--- src/hw/rtl/terrain_geodata_block_decoder_macros.svh ---
// ----------------------------------------------------------------------------
// Assertion macros for the terrain geodata block decoder
// Clocked concurrent checks. They compile to nothing in synthesis.
// ----------------------------------------------------------------------------
`ifndef TERRAIN_GEODATA_BLOCK_DECODER_MACROS_SVH
`define TERRAIN_GEODATA_BLOCK_DECODER_MACROS_SVH

`ifndef SYNTHESIS
// Check held off while reset is asserted
`define TGBD_ASSERT(lbl, clk, rstn, prop, msg) \
    lbl: assert property (@(posedge clk) disable iff (!(rstn)) (prop)) else $error(msg);
// Check that also runs during reset
`define TGBD_ASSERT_ALWAYS(lbl, clk, prop, msg) \
    lbl: assert property (@(posedge clk) (prop)) else $error(msg);
`else
`define TGBD_ASSERT(lbl, clk, rstn, prop, msg)
`define TGBD_ASSERT_ALWAYS(lbl, clk, prop, msg)
`endif

`endif

--- src/hw/rtl/tgbd_pkg.sv ---
// ----------------------------------------------------------------------------
// Terrain geodata block decoder package
// Geometry constants, parser phase codes, beat payload types and helpers.
// ----------------------------------------------------------------------------
package tgbd_pkg;

    // Region geometry
    localparam int BLOCKS_PER_SIDE = 256;
    localparam int BLK_W           = (BLOCKS_PER_SIDE > 1) ? $clog2(BLOCKS_PER_SIDE) : 1;
    localparam int CELLS_PER_BLOCK = 64;
    localparam int CELL_W          = $clog2(CELLS_PER_BLOCK);

    localparam logic [BLK_W-1:0]  BLK_LAST  = BLK_W'(BLOCKS_PER_SIDE - 1);
    localparam logic [CELL_W-1:0] CELL_LAST = CELL_W'(CELLS_PER_BLOCK - 1);

    // Block type bytes and held type codes
    localparam logic [7:0] TYPE_BYTE_FLAT    = 8'd0;
    localparam logic [7:0] TYPE_BYTE_COMPLEX = 8'd1;

    typedef enum logic [1:0] {
        BT_FLAT    = 2'd0,
        BT_COMPLEX = 2'd1,
        BT_MULTI   = 2'd2
    } blk_type_t;

    localparam logic [3:0] NSWE_FLAT = 4'hF;

    // Parser phases, one-hot
    typedef enum logic [6:0] {
        PH_TYPE    = 7'b0000001,
        PH_FLAT_LO = 7'b0000010,
        PH_FLAT_HI = 7'b0000100,
        PH_WORD_LO = 7'b0001000,
        PH_WORD_HI = 7'b0010000,
        PH_COUNT   = 7'b0100000,
        PH_DONE    = 7'b1000000
    } phase_t;

    // Input beat
    typedef struct packed {
        logic [7:0] data_byte;
        logic       restart;
    } in_beat_t;

    // Result beat
    typedef struct packed {
        logic [10:0]        cell_x;
        logic [10:0]        cell_z;
        logic [7:0]         layer_index;
        logic signed [15:0] height;
        logic [3:0]         nswe_bits;
        logic               last;
    } out_beat_t;

    // Word height: keep bits 15:4, arithmetic shift right by one
    function automatic logic [15:0] decode_height(input logic [15:0] word);
        logic [15:0] m;
        m = word & 16'hFFF0;
        return {m[15], m[15:1]};
    endfunction

    // Cell coordinate: block index times 8 plus cell offset
    function automatic logic [10:0] cell_coord(input logic [BLK_W-1:0] blk,
                                               input logic [2:0] sub);
        return 11'({blk, 3'b000}) | 11'(sub);
    endfunction

endpackage

--- src/hw/rtl/terrain_geodata_block_decoder.sv ---
// ----------------------------------------------------------------------------
// Terrain geodata block decoder
// Parses a region file byte stream and emits one record per cell layer.
//
//   Channel | Dir | Beat                          | Handshake
//   s_      | in  | one file byte, restart flag   | s_valid / s_ready
//   m_      | out | one cell layer record         | m_valid / m_ready
//
// One byte is parsed per cycle; its record lands in the output register on
// the accepting edge, so a byte is taken every cycle that m_ready holds and
// no burst runs. A flat block's second height byte starts a 64-record run,
// 63 from the burst counter; s_ready stays low until the last one is loaded.
// Reset (aresetn, synchronous) sets the parser to expect a block type.
// ----------------------------------------------------------------------------
`include "terrain_geodata_block_decoder_macros.svh"

module terrain_geodata_block_decoder (
    input  logic                aclk,
    input  logic                aresetn,
    input  logic                s_valid,
    output logic                s_ready,
    input  tgbd_pkg::in_beat_t  s_data,
    output logic                m_valid,
    input  logic                m_ready,
    output tgbd_pkg::out_beat_t m_data
);

    // Parser state
    tgbd_pkg::phase_t                 phase_reg, phase_next;
    tgbd_pkg::blk_type_t              type_reg, type_next;
    logic [tgbd_pkg::BLK_W-1:0]       row_reg, row_next;
    logic [tgbd_pkg::BLK_W-1:0]       col_reg, col_next;
    logic [tgbd_pkg::CELL_W-1:0]      cell_reg, cell_next;
    logic [7:0]                       rem_reg, rem_next;
    logic [7:0]                       layer_reg, layer_next;
    logic [7:0]                       low_reg, low_next;

    // Output register and flat-block burst
    logic                             m_valid_reg;
    tgbd_pkg::out_beat_t              m_data_reg;
    logic                             burst_reg, burst_next;
    logic [tgbd_pkg::CELL_W-1:0]      bcell_reg, bcell_next;
    logic [15:0]                      bheight_reg, bheight_next;
    logic [tgbd_pkg::BLK_W-1:0]       brow_reg, brow_next;
    logic [tgbd_pkg::BLK_W-1:0]       bcol_reg, bcol_next;

    logic                             s_fire, m_fire;
    logic                             rec_load;
    tgbd_pkg::out_beat_t              rec;
    tgbd_pkg::out_beat_t              burst_rec;

    // Effective state after an optional restart
    tgbd_pkg::phase_t                 cur_phase;
    logic [tgbd_pkg::BLK_W-1:0]       cur_row, cur_col;

    // Next-block outcome
    tgbd_pkg::phase_t                 nb_phase;
    logic [tgbd_pkg::BLK_W-1:0]       nb_row, nb_col;

    logic [15:0]                      word;
    logic [7:0]                       rem_dec;
    logic                             cell_end;

    // Handshake
    assign s_ready = (!m_valid_reg || m_ready) && !burst_reg;
    assign s_fire  = s_valid && s_ready;
    assign m_fire  = m_valid_reg && m_ready;
    assign m_valid = m_valid_reg;
    assign m_data  = m_data_reg;

    // Restart clears the parser before this byte is used
    assign cur_phase = s_data.restart ? tgbd_pkg::PH_TYPE : phase_reg;
    assign cur_row   = s_data.restart ? '0 : row_reg;
    assign cur_col   = s_data.restart ? '0 : col_reg;

    assign word     = {s_data.data_byte, low_reg};
    assign rem_dec  = (rem_reg != 8'd0) ? rem_reg - 8'd1 : 8'd0;
    assign cell_end = (cell_reg == tgbd_pkg::CELL_LAST);

    // Block advance: column inner, row outer
    always_comb begin
        nb_row   = cur_row;
        nb_col   = cur_col + 1'b1;
        nb_phase = tgbd_pkg::PH_TYPE;
        if (cur_col == tgbd_pkg::BLK_LAST) begin
            nb_col = '0;
            nb_row = cur_row + 1'b1;
            if (cur_row == tgbd_pkg::BLK_LAST) begin
                nb_phase = tgbd_pkg::PH_DONE;
            end
        end
    end

    // Parser next state and single record
    always_comb begin
        phase_next   = phase_reg;
        type_next    = type_reg;
        row_next     = row_reg;
        col_next     = col_reg;
        cell_next    = cell_reg;
        rem_next     = rem_reg;
        layer_next   = layer_reg;
        low_next     = low_reg;
        rec_load     = 1'b0;
        rec          = '0;
        burst_next   = burst_reg;
        bcell_next   = bcell_reg;
        bheight_next = bheight_reg;
        brow_next    = brow_reg;
        bcol_next    = bcol_reg;

        // Burst advance on each taken record
        if (m_fire && burst_reg) begin
            bcell_next = bcell_reg + 1'b1;
            if (bcell_reg == tgbd_pkg::CELL_LAST) begin
                burst_next = 1'b0;
            end
        end

        if (s_fire) begin
            row_next = cur_row;
            col_next = cur_col;
            unique case (cur_phase)
                tgbd_pkg::PH_TYPE: begin
                    cell_next  = '0;
                    rem_next   = 8'd0;
                    layer_next = 8'd0;
                    if (s_data.data_byte == tgbd_pkg::TYPE_BYTE_FLAT) begin
                        type_next  = tgbd_pkg::BT_FLAT;
                        phase_next = tgbd_pkg::PH_FLAT_LO;
                    end else if (s_data.data_byte == tgbd_pkg::TYPE_BYTE_COMPLEX) begin
                        type_next  = tgbd_pkg::BT_COMPLEX;
                        phase_next = tgbd_pkg::PH_WORD_LO;
                    end else begin
                        type_next  = tgbd_pkg::BT_MULTI;
                        phase_next = tgbd_pkg::PH_COUNT;
                    end
                end
                tgbd_pkg::PH_FLAT_LO: begin
                    low_next   = s_data.data_byte;
                    phase_next = tgbd_pkg::PH_FLAT_HI;
                end
                tgbd_pkg::PH_FLAT_HI: begin
                    // First record now, the other 63 from the burst
                    rec_load        = 1'b1;
                    rec.cell_x      = tgbd_pkg::cell_coord(cur_row, 3'd0);
                    rec.cell_z      = tgbd_pkg::cell_coord(cur_col, 3'd0);
                    rec.layer_index = 8'd0;
                    rec.height      = word;
                    rec.nswe_bits   = tgbd_pkg::NSWE_FLAT;
                    rec.last        = 1'b0;
                    burst_next      = 1'b1;
                    bcell_next      = tgbd_pkg::CELL_W'(1);
                    bheight_next    = word;
                    brow_next       = cur_row;
                    bcol_next       = cur_col;
                    cell_next       = '0;
                    row_next        = nb_row;
                    col_next        = nb_col;
                    phase_next      = nb_phase;
                end
                tgbd_pkg::PH_COUNT: begin
                    rem_next   = s_data.data_byte;
                    layer_next = 8'd0;
                    if (s_data.data_byte == 8'd0) begin
                        // Empty cell: no record
                        if (cell_end) begin
                            cell_next  = '0;
                            row_next   = nb_row;
                            col_next   = nb_col;
                            phase_next = nb_phase;
                        end else begin
                            cell_next  = cell_reg + 1'b1;
                            phase_next = (type_reg == tgbd_pkg::BT_COMPLEX) ?
                                         tgbd_pkg::PH_WORD_LO : tgbd_pkg::PH_COUNT;
                        end
                    end else begin
                        phase_next = tgbd_pkg::PH_WORD_LO;
                    end
                end
                tgbd_pkg::PH_WORD_LO: begin
                    low_next   = s_data.data_byte;
                    phase_next = tgbd_pkg::PH_WORD_HI;
                end
                tgbd_pkg::PH_WORD_HI: begin
                    rec_load        = 1'b1;
                    rec.cell_x      = tgbd_pkg::cell_coord(cur_row, cell_reg[5:3]);
                    rec.cell_z      = tgbd_pkg::cell_coord(cur_col, cell_reg[2:0]);
                    rec.height      = tgbd_pkg::decode_height(word);
                    rec.nswe_bits   = word[3:0];
                    rec.last        = 1'b1;
                    if (type_reg == tgbd_pkg::BT_COMPLEX) begin
                        rec.layer_index = 8'd0;
                    end else begin
                        rec.layer_index = layer_reg;
                        layer_next      = layer_reg + 8'd1;
                        rem_next        = rem_dec;
                    end
                    if (type_reg == tgbd_pkg::BT_COMPLEX || rem_dec == 8'd0) begin
                        if (cell_end) begin
                            cell_next  = '0;
                            row_next   = nb_row;
                            col_next   = nb_col;
                            phase_next = nb_phase;
                        end else begin
                            cell_next  = cell_reg + 1'b1;
                            phase_next = (type_reg == tgbd_pkg::BT_COMPLEX) ?
                                         tgbd_pkg::PH_WORD_LO : tgbd_pkg::PH_COUNT;
                        end
                    end else begin
                        phase_next = tgbd_pkg::PH_WORD_LO;
                    end
                end
                default: begin
                    // Region finished: bytes dropped until restart
                    phase_next = tgbd_pkg::PH_DONE;
                end
            endcase
        end
    end

    // Next burst record of a flat block
    always_comb begin
        burst_rec             = '0;
        burst_rec.cell_x      = tgbd_pkg::cell_coord(brow_reg, bcell_reg[5:3]);
        burst_rec.cell_z      = tgbd_pkg::cell_coord(bcol_reg, bcell_reg[2:0]);
        burst_rec.layer_index = 8'd0;
        burst_rec.height      = bheight_reg;
        burst_rec.nswe_bits   = tgbd_pkg::NSWE_FLAT;
        burst_rec.last        = (bcell_reg == tgbd_pkg::CELL_LAST);
    end

    // Control registers
    always_ff @(posedge aclk) begin
        if (!aresetn) begin
            phase_reg   <= tgbd_pkg::PH_TYPE;
            type_reg    <= tgbd_pkg::BT_FLAT;
            row_reg     <= '0;
            col_reg     <= '0;
            cell_reg    <= '0;
            rem_reg     <= 8'd0;
            layer_reg   <= 8'd0;
            low_reg     <= 8'd0;
            burst_reg   <= 1'b0;
            bcell_reg   <= '0;
            m_valid_reg <= 1'b0;
        end else begin
            phase_reg <= phase_next;
            type_reg  <= type_next;
            row_reg   <= row_next;
            col_reg   <= col_next;
            cell_reg  <= cell_next;
            rem_reg   <= rem_next;
            layer_reg <= layer_next;
            low_reg   <= low_next;
            burst_reg <= burst_next;
            bcell_reg <= bcell_next;
            if (s_fire && rec_load) begin
                m_valid_reg <= 1'b1;
            end else if (m_fire && !burst_reg) begin
                m_valid_reg <= 1'b0;
            end
        end
    end

    // Payload registers
    always_ff @(posedge aclk) begin
        bheight_reg <= bheight_next;
        brow_reg    <= brow_next;
        bcol_reg    <= bcol_next;
        if (s_fire && rec_load) begin
            m_data_reg <= rec;
        end else if (m_fire && burst_reg) begin
            m_data_reg <= burst_rec;
        end
    end

    // Checks
    `TGBD_ASSERT(a_burst_has_beat, aclk, aresetn, burst_reg |-> m_valid_reg,
        "flat burst running without a held output beat")
    `TGBD_ASSERT(a_burst_blocks_input, aclk, aresetn, burst_reg |-> !s_ready,
        "input accepted during a flat burst")
    `TGBD_ASSERT(a_burst_ends_last,
        aclk, aresetn,
        (burst_reg && m_fire && bcell_reg == tgbd_pkg::CELL_LAST) |=>
            (!burst_reg && m_valid_reg && m_data_reg.last),
        "flat burst did not end on a last record")
    `TGBD_ASSERT(a_done_is_silent,
        aclk, aresetn,
        (s_fire && !s_data.restart && phase_reg == tgbd_pkg::PH_DONE) |=> !m_valid_reg,
        "record produced after the final block")

endmodule
--- config.mk ---
export PLATFORM = sky130hd
export DESIGN_NAME = terrain_geodata_block_decoder
export DESIGN_NICKNAME = d
export VERILOG_FILES = /design/src/hw/rtl/tgbd_pkg.sv /design/src/hw/rtl/terrain_geodata_block_decoder.sv
export VERILOG_INCLUDE_DIRS = /design/src /design/src/hw/rtl
export SDC_FILE = /design/constraint.sdc
export NUM_CORES = 1
export LEC_CHECK = 0
export BUFFER_PORTS_ARGS = -buffer_cell sky130_fd_sc_hd__buf_2
export CORE_ASPECT_RATIO = 1.1
export CORE_MARGIN = 8
export CORE_UTILIZATION = 40
export DETAILED_ROUTE_END_ITERATION = 6
export GPL_ROUTABILITY_DRIVEN = 0
export GPL_TIMING_DRIVEN = 1
export HOLD_SLACK_MARGIN = 0.06
export SLEW_MARGIN = 15
export SYNTH_ARGS = -nofsm -noshare
export SYNTH_HDL_FRONTEND = slang
export SYNTH_SLANG_ARGS = --single-unit
--- constraint.sdc ---
create_clock -name aclk -period 8.8 [get_ports aclk]
set_input_delay 1.76 -clock aclk [delete_from_list [all_inputs] [get_ports aclk]]
set_output_delay 1.76 -clock aclk [all_outputs]
set_load 0.1 [all_outputs]
### Word level (Yosys, flattened, before mapping)

Cells that the tools add are included.

| cells by class | value |
|---|---|
| div/mod/pow operators | 0 |
| $add $sub $neg | 6 |
| equality and inequality tests | 15 |
| reductions and logical operators | 28 |
| order comparisons | 0 |
| shift-type cells | 0 |
| $mul | 0 |
| bitwise gates (word level) | 4 |
| mux-type cells | 49 |

Operators by type and width:

| operator | number |
|---|---|
| 2-to-1 mux 51 bit | 3 |
| 2-to-1 mux 8 bit | 14 |
| case mux 51 bit (2 select lines) | 1 |
| case mux 8 bit (3 select lines) | 3 |
| 2-to-1 mux 6 bit | 9 |
| bitwise OR 11 x 3 -> 11 bit | 4 |
| 2-to-1 mux 7 bit | 6 |
| case mux 7 bit (6 select lines) | 1 |
| adder 8 x 1 -> 8 bit, second input constant | 3 |
| case mux 6 bit (3 select lines) | 1 |
| equality test 8 bit, second input constant | 2 |
| zero test 8 bit | 2 |
| case mux 8 bit (2 select lines) | 1 |
| adder 6 x 1 -> 6 bit, second input constant | 2 |
| equality test 6 bit, second input constant | 2 |
| equality test 8 x 1 -> 1 bit, second input constant | 1 |
| 2-to-1 mux 1 bit | 8 |
| nonzero test 8 bit | 1 |
| OR reduction 2 bit | 4 |
| subtractor 8 x 1 -> 8 bit, second input constant | 1 |
| equality test 7 x 1 -> 1 bit, second input constant | 1 |
| equality test 7 x 2 -> 1 bit, second input constant | 1 |
| equality test 7 x 3 -> 1 bit, second input constant | 1 |
| equality test 7 x 4 -> 1 bit, second input constant | 1 |
| 13 further kinds | 29 |

| storage, ports and cells | value |
|---|---|
| bits in read-only memories | 0 |
| memories kept | 0 |
| input bits | 13 |
| register bits | 146 |
| logic and storage cells | 122 |
| output and inout port bits | 53 |
| bits in latches | 0 |
| RAM bits | 0 |

### Depth between registers and ports, before layout

| depth | value |
|---|---|
| depth in word-level cells | 7 |
| gate-level depth with buffers | 13 |
| mapped depth without buffers | 9 |

### Worst setup path before layout

OpenSTA, ideal clock, no wires.

| timing | value |
|---|---|
| path type | input to output |
| start | input m_ready |
| end | output s_ready |
| data required time | 7.040 ns |
| buffers on the path | 0 |
| data arrival time | 3.297 ns |
| slack | 3.743 ns |
| stages on the path | 2 |
| path through | inv_1 -> a21oi_1 |

| on the way | value |
|---|---|
| cells in the longest elaborated chain, start to end | 2 |

RTL lines:

| what | line | text |
|---|---|---|
| start: declaration | terrain_geodata_block_decoder.sv:24 | `input logic m_ready,` |
| logical OR 1 bit | terrain_geodata_block_decoder.sv:65 | `assign s_ready = (!m_valid_reg \|\| m_ready) && !burst_reg;` |
| logical AND 1 bit | terrain_geodata_block_decoder.sv:65 |  |
| end: declaration | terrain_geodata_block_decoder.sv:21 | `output logic s_ready,` |

Every way passes these cells.

### Final worst setup path

| timing | value |
|---|---|
| start | input s_data[0] (netlist name) |
| end | register m_data_reg, in the netlist m_data[44], enable pin |

| on the way | value |
|---|---|
| cells in the longest elaborated chain, start to end | 7 |
| elaborated cells between the ends (all ways) | 8 |
| those cells by class | 2 x eq/ne; 3 x mux; 3 x reduce/logical |

RTL lines:

| what | line | text |
|---|---|---|
| start: declaration | terrain_geodata_block_decoder.sv:22 | `input tgbd_pkg::in_beat_t s_data,` |
| 2-to-1 mux 7 bit * | terrain_geodata_block_decoder.sv:72 | `assign cur_phase = s_data.restart ? tgbd_pkg::PH_TYPE : phase_reg;` |
| equality test 7 x 5 -> 1 bit or equality test 7 x 3 -> 1 bit (tied branches) | terrain_geodata_block_decoder.sv:123 | `unique case (cur_phase)` |
| OR reduction 2 bit (no line) * | -- |  |
| 2-to-1 mux 1 bit * | terrain_geodata_block_decoder.sv:123 |  |
| 2-to-1 mux 1 bit * | terrain_geodata_block_decoder.sv:120 | `if (s_fire) begin` |
| logical AND 1 bit * | terrain_geodata_block_decoder.sv:271 | `if (s_fire && rec_load) begin` |
| nonzero test 2 bit (no line) * | -- |  |
| end signal: assignment | terrain_geodata_block_decoder.sv:272 | `m_data_reg <= rec;` |
| end signal: assignment | terrain_geodata_block_decoder.sv:274 | `m_data_reg <= burst_rec;` |
| end: declaration | terrain_geodata_block_decoder.sv:40 | `tgbd_pkg::out_beat_t m_data_reg;` |

Every way passes the cells marked *; elsewhere a longest branch is shown, timed or not.
A chain may end at the register's enable or synchronous reset.

==> flow_metrics.tcl <==
set metrics [dict create \
    async_flop_share_pct 0 \
    yosysWarnings 0 \
    numCtsBuffers 17 \
    syn_inst 669 \
    clk_pin_slew_ns 0.06 \
    grt_max_degree 52 \
    synth_top_family_by_area "simple AND/OR/NAND/NOR gates" \
    ant_nets 0 \
    setup_violations 0 \
    slowest_stage "nor2_1" \
    portBuffers 65 \
    fin_skew_ns 0.00772 \
    drc 0 \
    critPathKind "input pin to flip-flop" \
    initial_core_util_pct 40.9 \
    p_leak_uw 0.00286 \
    max-slew-margin-rel_pct 34.6 \
    cts-resized-gates 0 \
    syn_nets 689 \
    grt_pass1_wl_microns 28200 \
    slew_viol_final 0 \
    cp.required_ns 8.86 \
    p_per_area_mw_per_mm2 187 \
    yosysSeqAreaShare_pct 53.7 \
    die_x_microns 142 \
    arrival_ns 4.58 \
    status "finished clean" \
    boundaryPins 66 \
    fin_area_sq_mm 0.00808 \
    fmax_mhz 221 \
    cts-htree-levels 4 \
    worstSetupEndpointType "flip-flop" \
    path_cells "buf_2, nor4b_2, nand3_1, nor2_1, or3_4" \
    most-common-layout-cells "edfxtp_1 (83), nand2_1 (71), buf_2 (65)" \
    tightest_slew_ns 0.978 \
    critPathMaxFanout 51 \
    antenna_found_initial 0 \
    largest_reg_flops 51 \
    cp-start-kind "input pin" \
    cts-root-buf "clkbuf_16" \
    peakVddDrop_v 0.000144 \
    cts.sinks 146 \
    yosys.area_share.simple_pct 19.1 \
    setup_tns_ns 0 \
    multiInputGateArea_sq_mm 0.00304 \
    num-fill-cells 1583 \
    layout-drive-gt1-share_pct 18.0 \
    period_share_pct 51.3 \
    wirelength_microns 17600 \
    synth_mux_area_share_pct 3.36 \
    via_count 5631 \
    hold_viol_final 0 \
    register_area_sq_mm 0.00375 \
    use_met1_pct 19.8 \
    synth_ff_type "edfxtp_1" \
    n_antenna_cell 0 \
    overflow 0 \
    area_growth_pct 15.6 \
    clkLatencyLatePin_ns 0.43 \
    busiest_layer "met2" \
    fin_nets 742 \
    grt_pass1_vias 5374 \
    global_route.usage.met3_pct 3.85 \
    rsz0062_at_grt "no" \
    yosys.area_share.adder_pct 1.25 \
    place_area_sq_mm 0.00750 \
    fp.dieH_microns 155 \
    slowest_delay_ns 0.87 \
    synth-compound-area-share_pct 17.9 \
    fp-row-count 50 \
    dr.first_iter.drc_count 544 \
    postCtsSetupBuffers 0 \
    die_area_sq_mm 0.0220 \
    cap_violations 0 \
    final_common_cell "edfxtp_1" \
    cts_buffer_depth 2 \
    synth-xor-area-share_pct 1.75 \
    avgViaCountPerCell 5.81 \
    first_pass_iters 6 \
    synth_seq_cells 146 \
    synth.cell_area_sq_mm 0.00699 \
    cts_tree "yes" \
    layout_min_cycle_time_ns 4.52 \
    wire_per_inst_microns 18.2 \
    postCtsHoldBufs 0 \
    hp-class "flip-flop to flip-flop" \
    synth_area_per_cell_sq_um 10.4 \
    grtUsageTotal_pct 16.3 \
    synth_enable_flop_cells 83 \
    core_area_sq_mm 0.0171 \
    synth.distinct_cells 71 \
    grtUsageMet2_pct 26.9 \
    dp_hpwl_microns 11600 \
]
critical path, delay by kind of cell:
kind	cells	cell delay, ns
simple gates	4	2.48
buf+inv	1	0.27
report_power, final:
part / total (uW) / internal, uW / leakage [uW] / switching (uW)
registers: 726 / 719 / 0.00126 / 6.94
logic: 77.3 / 25.0 / 0.00131 / 52.4
clock network: 709 / 409 / 0.000280 / 299
per-layer routing:
| metal | routed length (microns) | vias up |
|---|---|---|
| met5 | 0 | - |
| met3 | 938 | 43 |
| met4 | 413 | 0 |
| met1 | 7710 | 2741 |
| li1 | - | 2665 |
| met2 | 8540 | 182 |
through the flow:
stage          power [uW]  cells  setup WS, ns  util, %  hold WS, ns
6_report             1510    969          4.28     47.3        0.487
5_1_grt              1560    969          4.01     47.3        0.505
4_1_cts              1520    969          3.90     47.3        0.488
3_5_place_dp          817    937          3.46     43.9        0.476
3_3_place_gp          815    937          3.71     43.9        0.452
2_1_floorplan         794    669          3.74        -        0.442
logic make-up (layout without fill, tap and decap cells):
group | count (synthesis) | count (layout)
simple gates | 256 | 256
mux | 22 | 22
flops | 146 | 146
xor+xnor | 14 | 14
fa+ha+maj | 7 | 7
compound gates | 174 | 174
buf+inv | 50 | 116
area by class of cell:
| cell class | instances | share of cell area, % |
|---|---|---|
| inverter | 15 | 0.697 |
| multi-input combinational | 473 | 37.7 |
| clock buffer | 19 | 5.62 |
| clock inverter | 13 | 1.55 |
| tap | 234 | 3.62 |
| sequential | 146 | 46.5 |
| timing repair buffer | 69 | 4.40 |
Yosys cell counts (all sizes together), types with 13 or more instances:
| cell type | number | area share (%) |
|---|---|---|
| edfxtp | 83 | 36 |
| nand2 | 71 | 3.8 |
| dfxtp | 63 | 18 |
| nor2 | 46 | 2.5 |
| o21ai | 45 | 3.7 |
| clkbuf | 27 | 1.4 |
| nand3 | 27 | 1.9 |
| a21oi | 25 | 1.8 |
| and3 | 21 | 1.9 |
| or3 | 16 | 1.4 |
| a22oi | 15 | 1.6 |
| nand4 | 15 | 1.4 |
| nor3 | 13 | 1.0 |
path summary, 6_finish.rpt:
check             slack (ns)    startpoint  cells after the start             end
hold reg to reg         0.49    low_reg[5]                      0  bheight_reg[5]
setup reg to reg        5.41  phase_reg[1]                      4      m_data[44]
hold / removal          0.49    low_reg[5]                      0  bheight_reg[5]
setup / recovery        4.28     s_data[0]                      5      m_data[44]
No activity file was read; power rests on OpenSTA's default activity.
